$ cat src/rtl/tswt_pkg.sv
// ============================================================================
// TCP send window tracker package
// Shared types, constants and codes for the send window tracker block.
// ============================================================================
package tswt_pkg;

    localparam int QUEUE_DEPTH = 16;
    localparam int QPTR_W      = (QUEUE_DEPTH > 1) ? $clog2(QUEUE_DEPTH) : 1;
    localparam int QCNT_W      = $clog2(QUEUE_DEPTH + 1);

    localparam int SEQ_W     = 32;
    localparam int LEN_W     = 16;
    localparam int CFG_IDX_W = 2;

    localparam logic [SEQ_W-1:0] WINDOW_RESET = 32'd65535;

    typedef enum logic [CFG_IDX_W-1:0] {
        REG_INITIAL_SEQUENCE  = 2'd0,
        REG_RECEIVE_WINDOW    = 2'd1,
        REG_CONGESTION_WINDOW = 2'd2
    } cfg_index_t;

    typedef enum logic [2:0] {
        STATUS_OK          = 3'd0,
        STATUS_EMPTY       = 3'd1,
        STATUS_WINDOW_FULL = 3'd2,
        STATUS_ACK_BEYOND  = 3'd3,
        STATUS_QUEUE_FULL  = 3'd4
    } status_t;

    typedef enum logic {
        ACTION_SEND = 1'b0,
        ACTION_ACK  = 1'b1
    } action_t;

    typedef struct packed {
        logic             action;
        logic [LEN_W-1:0] request_length;
        logic [SEQ_W-1:0] ack_number;
    } in_item_t;

    typedef struct packed {
        logic [2:0]       status;
        logic [SEQ_W-1:0] segment_sequence;
        logic [LEN_W-1:0] granted_length;
        logic [SEQ_W-1:0] acked_bytes;
        logic [SEQ_W-1:0] in_flight;
    } out_item_t;

    typedef enum logic [2:0] {
        ST_IDLE,
        ST_EVAL,
        ST_DECIDE,
        ST_APPLY,
        ST_RETIRE,
        ST_REPORT
    } state_t;

    typedef struct packed {
        logic capture;
        logic eval;
        logic decide;
        logic apply;
        logic pop;
        logic report;
    } dp_cmd_t;

    typedef struct packed {
        logic is_ack;
        logic commit;
        logic retire_hit;
    } dp_status_t;

endpackage

$ cat src/rtl/tswt_datapath.sv
// ============================================================================
// TCP send window tracker datapath
// Sequence pointers, window registers, segment end queue and the arithmetic
// for grants, acknowledgements and the reported result.
// ============================================================================
module tswt_datapath (
    input  logic                               clk,
    input  logic                               rst_n,
    input  tswt_pkg::dp_cmd_t                  cmd,
    output tswt_pkg::dp_status_t               stat,
    input  tswt_pkg::in_item_t                 request,
    input  logic                               cfg_we,
    input  logic [tswt_pkg::CFG_IDX_W-1:0]     cfg_index,
    input  logic [tswt_pkg::SEQ_W-1:0]         cfg_data,
    output tswt_pkg::out_item_t                result
);

    logic [tswt_pkg::SEQ_W-1:0]  oldest_reg;
    logic [tswt_pkg::SEQ_W-1:0]  next_seq_reg;
    logic [tswt_pkg::SEQ_W-1:0]  rwin_reg;
    logic [tswt_pkg::SEQ_W-1:0]  cwin_reg;
    logic [tswt_pkg::QPTR_W-1:0] head_reg;
    logic [tswt_pkg::QPTR_W-1:0] head_next;
    logic [tswt_pkg::QPTR_W-1:0] tail_reg;
    logic [tswt_pkg::QCNT_W-1:0] count_reg;
    logic [tswt_pkg::SEQ_W-1:0]  ends_mem [tswt_pkg::QUEUE_DEPTH];
    logic [tswt_pkg::SEQ_W-1:0]  head_end_reg;

    tswt_pkg::in_item_t          item_reg;
    logic [tswt_pkg::SEQ_W-1:0]  win_reg;
    logic [tswt_pkg::SEQ_W-1:0]  flight_reg;
    logic [tswt_pkg::SEQ_W-1:0]  cap_reg;
    logic                        ack_eq_reg;
    logic                        ack_gt_reg;
    tswt_pkg::status_t           status_reg;
    logic                        commit_reg;
    logic [tswt_pkg::LEN_W-1:0]  granted_reg;
    logic [tswt_pkg::SEQ_W-1:0]  seg_seq_reg;
    logic [tswt_pkg::SEQ_W-1:0]  acked_reg;
    tswt_pkg::out_item_t         result_reg;

    logic [tswt_pkg::SEQ_W-1:0]  len_ext;
    logic [tswt_pkg::SEQ_W-1:0]  new_end;
    logic                        queue_full;
    logic                        send_ok;
    logic                        ack_ok;
    logic                        send_commit;
    logic                        ack_commit;

    function automatic logic [tswt_pkg::QPTR_W-1:0] wrap_inc(
        input logic [tswt_pkg::QPTR_W-1:0] ptr
    );
        logic [tswt_pkg::QPTR_W-1:0] res;
        if (ptr == tswt_pkg::QPTR_W'(tswt_pkg::QUEUE_DEPTH - 1))
        begin
            res = '0;
        end
        else
        begin
            res = ptr + 1'b1;
        end
        return res;
    endfunction

    assign len_ext     = {{(tswt_pkg::SEQ_W - tswt_pkg::LEN_W){1'b0}}, item_reg.request_length};
    assign new_end     = next_seq_reg + {{(tswt_pkg::SEQ_W - tswt_pkg::LEN_W){1'b0}}, granted_reg};
    assign queue_full  = (count_reg == tswt_pkg::QCNT_W'(tswt_pkg::QUEUE_DEPTH));
    assign send_ok     = (item_reg.request_length != '0) && (cap_reg != '0) && !queue_full;
    assign ack_ok      = !ack_eq_reg && !ack_gt_reg;
    assign send_commit = cmd.apply && commit_reg && (item_reg.action == tswt_pkg::ACTION_SEND);
    assign ack_commit  = cmd.apply && commit_reg && (item_reg.action == tswt_pkg::ACTION_ACK);
    assign head_next   = cmd.pop ? wrap_inc(head_reg) : head_reg;

    assign stat.is_ack     = (item_reg.action == tswt_pkg::ACTION_ACK);
    assign stat.commit     = commit_reg;
    assign stat.retire_hit = (count_reg != '0) && (head_end_reg <= item_reg.ack_number);
    assign result          = result_reg;

    always_ff @(posedge clk or negedge rst_n)
    begin
        if (!rst_n)
        begin
            oldest_reg   <= '0;
            next_seq_reg <= '0;
            rwin_reg     <= tswt_pkg::WINDOW_RESET;
            cwin_reg     <= tswt_pkg::WINDOW_RESET;
            head_reg     <= '0;
            tail_reg     <= '0;
            count_reg    <= '0;
        end
        else
        begin
            if (cfg_we)
            begin
                unique case (cfg_index)
                    tswt_pkg::REG_INITIAL_SEQUENCE:
                    begin
                        oldest_reg   <= cfg_data;
                        next_seq_reg <= cfg_data;
                    end
                    tswt_pkg::REG_RECEIVE_WINDOW:    rwin_reg <= cfg_data;
                    tswt_pkg::REG_CONGESTION_WINDOW: cwin_reg <= cfg_data;
                    default: ;
                endcase
            end
            if (send_commit)
            begin
                next_seq_reg <= new_end;
                tail_reg     <= wrap_inc(tail_reg);
                count_reg    <= count_reg + 1'b1;
            end
            if (ack_commit)
            begin
                oldest_reg <= item_reg.ack_number;
            end
            if (cmd.pop)
            begin
                head_reg  <= wrap_inc(head_reg);
                count_reg <= count_reg - 1'b1;
            end
        end
    end

    always_ff @(posedge clk)
    begin
        if (send_commit)
        begin
            ends_mem[tail_reg] <= new_end;
        end
        head_end_reg <= ends_mem[head_next];
    end

    always_ff @(posedge clk)
    begin
        if (cmd.capture)
        begin
            item_reg   <= request;
            win_reg    <= (rwin_reg < cwin_reg) ? rwin_reg : cwin_reg;
            flight_reg <= next_seq_reg - oldest_reg;
        end
        if (cmd.eval)
        begin
            cap_reg    <= (flight_reg >= win_reg) ? '0 : (win_reg - flight_reg);
            ack_eq_reg <= (item_reg.ack_number == oldest_reg);
            ack_gt_reg <= (item_reg.ack_number > next_seq_reg);
        end
        if (cmd.decide)
        begin
            status_reg  <= tswt_pkg::STATUS_OK;
            commit_reg  <= 1'b0;
            granted_reg <= '0;
            seg_seq_reg <= '0;
            acked_reg   <= '0;
            if (item_reg.action == tswt_pkg::ACTION_SEND)
            begin
                if (item_reg.request_length == '0)
                begin
                    status_reg <= tswt_pkg::STATUS_EMPTY;
                end
                else if (cap_reg == '0)
                begin
                    status_reg <= tswt_pkg::STATUS_WINDOW_FULL;
                end
                else if (queue_full)
                begin
                    status_reg <= tswt_pkg::STATUS_QUEUE_FULL;
                end
                if (send_ok)
                begin
                    commit_reg  <= 1'b1;
                    granted_reg <= (len_ext < cap_reg) ? item_reg.request_length
                                                       : cap_reg[tswt_pkg::LEN_W-1:0];
                    seg_seq_reg <= next_seq_reg;
                end
            end
            else
            begin
                if (!ack_eq_reg && ack_gt_reg)
                begin
                    status_reg <= tswt_pkg::STATUS_ACK_BEYOND;
                end
                if (ack_ok)
                begin
                    commit_reg <= 1'b1;
                    acked_reg  <= item_reg.ack_number - oldest_reg;
                end
            end
        end
        if (cmd.report)
        begin
            result_reg.status           <= status_reg;
            result_reg.segment_sequence <= seg_seq_reg;
            result_reg.granted_length   <= granted_reg;
            result_reg.acked_bytes      <= acked_reg;
            result_reg.in_flight        <= next_seq_reg - oldest_reg;
        end
    end

endmodule

$ cat src/rtl/tswt_ctrl.sv
// ============================================================================
// TCP send window tracker controller
// Sequences each item through evaluation, decision, update, queue retirement
// and reporting, and drives the busy and done signals.
// ============================================================================
module tswt_ctrl (
    input  logic                  clk,
    input  logic                  rst_n,
    input  logic                  start,
    output logic                  busy,
    output logic                  done,
    output tswt_pkg::dp_cmd_t     cmd,
    input  tswt_pkg::dp_status_t  stat
);

    tswt_pkg::state_t state_reg;
    tswt_pkg::state_t state_next;
    logic             done_reg;
    logic             done_next;

    always_ff @(posedge clk or negedge rst_n)
    begin
        if (!rst_n)
        begin
            state_reg <= tswt_pkg::ST_IDLE;
            done_reg  <= 1'b0;
        end
        else
        begin
            state_reg <= state_next;
            done_reg  <= done_next;
        end
    end

    always_comb
    begin
        state_next = state_reg;
        done_next  = 1'b0;
        cmd        = '0;
        unique case (state_reg)
            tswt_pkg::ST_IDLE:
            begin
                if (start)
                begin
                    cmd.capture = 1'b1;
                    state_next  = tswt_pkg::ST_EVAL;
                end
            end
            tswt_pkg::ST_EVAL:
            begin
                cmd.eval   = 1'b1;
                state_next = tswt_pkg::ST_DECIDE;
            end
            tswt_pkg::ST_DECIDE:
            begin
                cmd.decide = 1'b1;
                state_next = tswt_pkg::ST_APPLY;
            end
            tswt_pkg::ST_APPLY:
            begin
                cmd.apply = 1'b1;
                if (stat.is_ack && stat.commit)
                begin
                    state_next = tswt_pkg::ST_RETIRE;
                end
                else
                begin
                    state_next = tswt_pkg::ST_REPORT;
                end
            end
            tswt_pkg::ST_RETIRE:
            begin
                if (stat.retire_hit)
                begin
                    cmd.pop = 1'b1;
                end
                else
                begin
                    state_next = tswt_pkg::ST_REPORT;
                end
            end
            tswt_pkg::ST_REPORT:
            begin
                cmd.report = 1'b1;
                done_next  = 1'b1;
                state_next = tswt_pkg::ST_IDLE;
            end
            default:
            begin
                state_next = tswt_pkg::ST_IDLE;
            end
        endcase
    end

    assign busy = (state_reg != tswt_pkg::ST_IDLE);
    assign done = done_reg;

endmodule

$ cat src/rtl/tcp_send_window_tracker_core.sv
// ============================================================================
// TCP send window tracker
// Tracks a TCP sender's sliding window: grants send requests against the
// available window, queues segment ends and retires them on acknowledgement.
// ============================================================================
// An item is taken when start is high while busy is low. A send, and an
// acknowledgement that is a duplicate or lies beyond sent data, passes through
// the evaluate, decide, apply and report states before the done strobe; an
// accepted acknowledgement also stays in the retire state while it retires
// queued segments, as the segment end queue is examined one entry per cycle.
// The result is shown for exactly one cycle with done high and cannot be held
// off by the receiver. Busy is already low in that cycle, so the next item may
// be started alongside it. Configuration writes are taken while busy is low
// and no item is being started in the same cycle.
module tcp_send_window_tracker_core (
    input  logic                               clk,
    input  logic                               rst_n,
    input  logic                               start,
    output logic                               busy,
    input  tswt_pkg::in_item_t                 request,
    output logic                               done,
    output tswt_pkg::out_item_t                result,
    input  logic                               cfg_valid,
    output logic                               cfg_ready,
    input  logic [tswt_pkg::CFG_IDX_W-1:0]     cfg_index,
    input  logic [tswt_pkg::SEQ_W-1:0]         cfg_data
);

    tswt_pkg::dp_cmd_t    cmd;
    tswt_pkg::dp_status_t stat;
    logic                 cfg_we;

    assign cfg_ready = !busy && !start;
    assign cfg_we    = cfg_valid && cfg_ready;

    tswt_ctrl u_ctrl (
        .clk   (clk),
        .rst_n (rst_n),
        .start (start),
        .busy  (busy),
        .done  (done),
        .cmd   (cmd),
        .stat  (stat)
    );

    tswt_datapath u_datapath (
        .clk       (clk),
        .rst_n     (rst_n),
        .cmd       (cmd),
        .stat      (stat),
        .request   (request),
        .cfg_we    (cfg_we),
        .cfg_index (cfg_index),
        .cfg_data  (cfg_data),
        .result    (result)
    );

endmodule

$ cat config.mk
export PLATFORM = sky130hd
export DESIGN_NAME = tcp_send_window_tracker_core
export DESIGN_NICKNAME = d
export VERILOG_FILES = /design/src/rtl/tswt_pkg.sv /design/src/rtl/tswt_datapath.sv /design/src/rtl/tswt_ctrl.sv /design/src/rtl/tcp_send_window_tracker_core.sv
export SDC_FILE = /design/constraint.sdc
export NUM_CORES = 2
export LEC_CHECK = 0
export BUFFER_PORTS_ARGS = -buffer_cell sky130_fd_sc_hd__buf_2
export CAP_MARGIN = 10
export CORE_MARGIN = 1.5
export CORE_UTILIZATION = 58
export CTS_BUF_LIST = sky130_fd_sc_hd__clkbuf_8
export DETAILED_ROUTE_END_ITERATION = 8
export PLACE_DENSITY = 0.79
export SETUP_SLACK_MARGIN = 0.5
export SLEW_MARGIN = 5
export SYNTH_ARGS = -nofsm -noshare
export SYNTH_HDL_FRONTEND = slang
export SYNTH_HIERARCHICAL = 1
export SYNTH_SLANG_ARGS = --single-unit
$ cat constraint.sdc
create_clock -name clk -period 7.07 [get_ports clk]
set_clock_uncertainty 0.2 [all_clocks]
set_input_delay 0.3535 -clock clk [delete_from_list [all_inputs] [get_ports clk]]
set_output_delay 0.3535 -clock clk [all_outputs]
set_load 0.05 [all_outputs]
* Yosys cells after proc, flatten, opt, wreduce, memory -nomap -nowiden
Memories as Yosys holds them, arrays and structs flattened. A register that Yosys moved wholly into a read port is not among the register bits. Index checks and enable logic that the tools add are counted.
Storage, ports and cells: register bits after elaboration 491, bits in writable memories 512, bits of input ports 87, memories 1
Memories:
- u_datapath.ends_mem | depth 16, width 32, rd ports 1, clocked after memory_dff 1, write ports 1, line tswt_datapath.sv:26 | logic [tswt_pkg::SEQ_W-1:0] ends_mem [tswt_pkg::QUEUE_DEPTH];
Operators by class: $add $sub $neg 8, $lt $le $gt $ge 5, equality and inequality tests 13, muxes and demuxes 33, bitwise operators 2, reductions and logical operators 36
Operators with widths (count):
- $mux W32 | 5
- $sub A32 B32 Y32 | 3
- $add A32 B16 Y32 | 1
- $eq A32 B32 Y1 | 1
- $ge A32 B32 Y1 | 1
- $gt A32 B32 Y1 | 1
- $le A32 B32 Y1 | 1
- $logic_not A32 Y1 | 1
- $lt A16 B32 Y1 | 1
- $lt A32 B32 Y1 | 1
- $reduce_bool A32 Y1 | 1
- $mux W3 | 6
- $logic_not A16 Y1 | 1
- $mux W16 | 1
- $reduce_bool A16 Y1 | 1
- $pmux W3 S5 | 1
- $mux W1 | 14
- $mux W4 | 3
- $reduce_and A2 Y1 | 6
- $logic_and A1 B1 Y1 | 11
- $mux W5 | 2
- $reduce_bool A2 Y1 | 5
- $add A4 B1 Y4 const B | 2
- $eq A4 B4 Y1 const B | 2
- other kinds (17) | 25

* Depth between registers and ports, before layout
depth in word-level cells 6, depth in mapped cells 22, mapped depth without buffers 20

* Cells and area by module
The synthesis kept the hierarchy.
Modules (own cells, without submodules):
- tswt_datapath | instances 1, cells an instance 3855, area each 47385.4 um^2, sequential area each 29973.7 um^2
- tswt_ctrl | instances 1, cells an instance 22, area each 230.2 um^2, sequential area each 100.1 um^2
- tcp_send_window_tracker_core | instances 1, cells an instance 2, area each 16.3 um^2, sequential area each 0.0 um^2

* Worst setup path before layout
Ideal clock, no wire load.
path type register -> register, start register u_ctrl.state_reg[0], end register u_datapath/acked_reg[0] (netlist bit) (enable), library setup time 0.649 ns, arrival time 6.634 ns, slack -0.413 ns, stages on the path, launching flop included 3, buffers on the path 1, cells stage by stage dfrtp_1 -> buf_4 -> nor3b_1
RTL lines:
- from (decl) | line tswt_ctrl.sv:16 | tswt_pkg::state_t state_reg;
- from (signal assigned) | line tswt_ctrl.sv:25 | state_reg <= tswt_pkg::ST_IDLE;
- from (signal assigned) | line tswt_ctrl.sv:30 | state_reg <= state_next;
- to (signal assigned) | line tswt_datapath.sv:185 | acked_reg <= item_reg.ack_number - oldest_reg;
- to (decl) | line tswt_datapath.sv:39 | logic [tswt_pkg::SEQ_W-1:0] acked_reg;

==> results.cfg <==
[route]
wl_per_cell_um = 22.2
first_pass_iters = 9
highest_layer = met4
drt_iter0_drc = 3198
vias = 32900
wl_met3_um = 10500
drc_errors = 0
wl_met1_um = 47800
drt-vias-per-instance = 6.04
detail-route-antenna-nets = 0
met2WireLength_um = 57200
totalWireLength_um = 121000

[critical_path]
cp-start-kind = register
cp_cell_sequence = inv_1 > ha_1 > nor2b_1 > o21ai_0 > nand2b_1 > a21oi_1 > o21ai_0 > a221oi_1 > o21ai_0 > a21oi_1 > a31o_2 > and3_2 > mux2i_4 > buf_4 > buf_4 > and3_1 > a311oi_1 > a311oi_1 > a21oi_1
path_buf_inv = 3
worst-r2r-setup-slack_ns = 1.62
cp_top_family = compound AO/OA/AOI/OAI gates
end_kind = register
worstPathMaxFanout = 65
crit_required_ns = 7.52
worstSetupPathType = reg -> reg
cp.arrival_ns = 5.90
cp_slowest_stage_delay_ns = 0.66
crit_slowest_cell = buf_4

[synthesis]
yosysUniqueCellTypes = 93
ys.flop_type = edfxtp_1
ys_warn_count = 6
synthCells = 3879
synthArstFlopShare_pct = 14.0
synth-seq-area-share_pct = 63.1
syn_area_per_cell_sq_um = 12.3
synth.net_count = 4199
syn_area_sq_mm = 0.0476
synth_edf_count = 858
ys_ff_latch = 1035

[cells_and_area]
syn_to_final_growth_pct = 13.7
drive_above_1_share_pct = 15.3
final_nets = 4551
final_common_cell = edfxtp_1
stdcell_count = 5435
largest_reg_flops = 512
final_cell_mix = 858 x edfxtp_1, 657 x nand2_1, 267 x inv_1

[die]
core_area_sq_mm = 0.0809
fp.dieH_um = 290
dieArea_sq_mm = 0.0839
start_util_pct = 58.9
fp-row-count = 104
die_x_um = 290
ioPinCount = 205

[grt]
antenna_found_initial = 4
grt_max_degree = 155
grtUsageTotal_pct = 28.5
overflow = 0
grt_pass1_wl_um = 180000
grt_pass1_vias = 31600

[sta]
finalHoldViolCount = 0
period_minus_slack_ns = 5.45
setup_violations = 0
slew_headroom_pct = 13.9
fmax_ghz = 0.183
drv_slew = 0
setup_tns_ns = 0
period_share_pct = 77.1
rsz0062_at_grt = false
tightest_slew_ns = 1.28
hold_ws_ns = 0.0580

[pwr]
vdd.ir_drop.worst_uv = 389
power_density_mw_per_mm2 = 489
leakagePower_nw = 21.5

[clock_tree]
clk_path_buf_depth = 3
cts_tree = built
cts_setup_buffers = 0
cts-root-buf = clkbuf_8
cts_sinks = 1035
clk_latency_ns = 0.82
cts-resized-gates = 0
cts_buffers = 162
clk_pin_slew_ns = 0.06
h-tree-depth = 4

[place]
dp.cells = 5029
hpwlAfterDp_um = 75400
numPortBuffers = 204
gp_routability_congestion = 0.944

[outcome]
outcome = complete, no violations

[run]
drv_cap = 0

[hold_path]
hold_path.class = in -> reg
cells in the mapped netlist, drive strengths merged (5+ instances only):
library cell    n  area, sq um
buf            32          188
nand2         657         2470
nand3         155          776
nor4           25          156
o31ai          11          111
edfxtp        858        25800
nor3b          11         87.6
or2             7         43.8
ha            228         2850
inv           209          785
a211oi         40          313
nand4          43          269
dfstp          32          841
and4            7         61.3
or3            12         87.6
a211o           9         78.8
o21a           33          248
nor2          145          547
xor2           33          289
a31o            6         52.6
xnor2          72          631
mux2i          20          200
nor2b          19          119
a21o          114          858
mux2          101         1140
dfxtp          32          641
nor3           32          160
o21bai         20          150
nand2b         16          100
fa              5          100
and3           81          508
o21ai          80          404
a311oi        100          876
a21oi         201         1010
o211ai          8         60.1
o31a            6         52.6
and2           64          402
dfrtp         113         2830
a31oi          49          322
clkbuf        138          539
a21boi          7         56.3
stage by stage:
| step | setup WS, ns | power [mW] | util, % | area [sq um] |
|---|---|---|---|---|
| after floorplan | 2.52 | 17.9 | - | 47600 |
| after global placement | 1.79 | 21.0 | 61.6 | 49900 |
| after detailed placement | 1.75 | 21.3 | 61.6 | 49900 |
| after CTS | 1.75 | 26.3 | 66.8 | 54100 |
| after global routing | 1.34 | 28.0 | 66.9 | 54200 |
| final | 1.62 | 26.5 | 66.9 | 54200 |
area by class of cell:
class	count	area, sq um
clock buffer	183	2520
clock inverter	121	734
tap	1060	1330
timing repair buffer	362	2550
multi-input combinational	2461	16200
inverter	209	791
fill	5710	26800
antenna	4	10.0
sequential	1035	30100
timing repair:
action                     4_1_cts  5_1_grt
setup endpoints to repair        0        0
hold buffers                    90        0
hold endpoints to repair       274        0
cells by family (layout without fill, tap and decap cells):
| group | after synthesis | count (layout) | synth area share [%] |
|---|---|---|---|
| simple gates | 1286 | 1286 | 12.4 |
| flops | 1035 | 1035 | 63.1 |
| compound gates | 716 | 716 | 10.3 |
| buf+inv | 383 | 875 | 3.26 |
| fa+ha+maj | 233 | 233 | 6.20 |
| mux | 121 | 121 | 2.81 |
| xor+xnor | 105 | 105 | 1.93 |
| other cells | 0 | 4 | 0 |
metal layers:
| metal | track usage [%] | vias up |
|---|---|---|
| li1 | - | 15000 |
| met1 | 37.9 | 16000 |
| met2 | 46.0 | 1590 |
| met3 | 4.45 | 314 |
| met4 | 14.2 | 0 |
| met5 | 0 | - |
worst paths after layout:
check	startpoint	to	depth (start not counted)
min in group asynchronous	rst_n	u_datapath/rwin_reg[19]	3
max reg2reg	u_datapath/item_reg[1]	u_datapath/head_end_reg[1]	19
min reg2reg	u_datapath/acked_reg[27]	u_datapath/result[59]	0
max	u_datapath/item_reg[1]	u_datapath/head_end_reg[1]	19
max in group asynchronous	rst_n	u_datapath/next_seq_reg[30]	4
min	request[42]	u_datapath/item_reg[42]	2
report_power, final:
group / internal [mW] / switching [mW] / leakage, nW
logic: 4.04 / 7.35 / 9.90
clock network: 2.62 / 2.36 / 1.88
registers: 9.29 / 0.840 / 9.77
(Power assumes the default switching activity.)
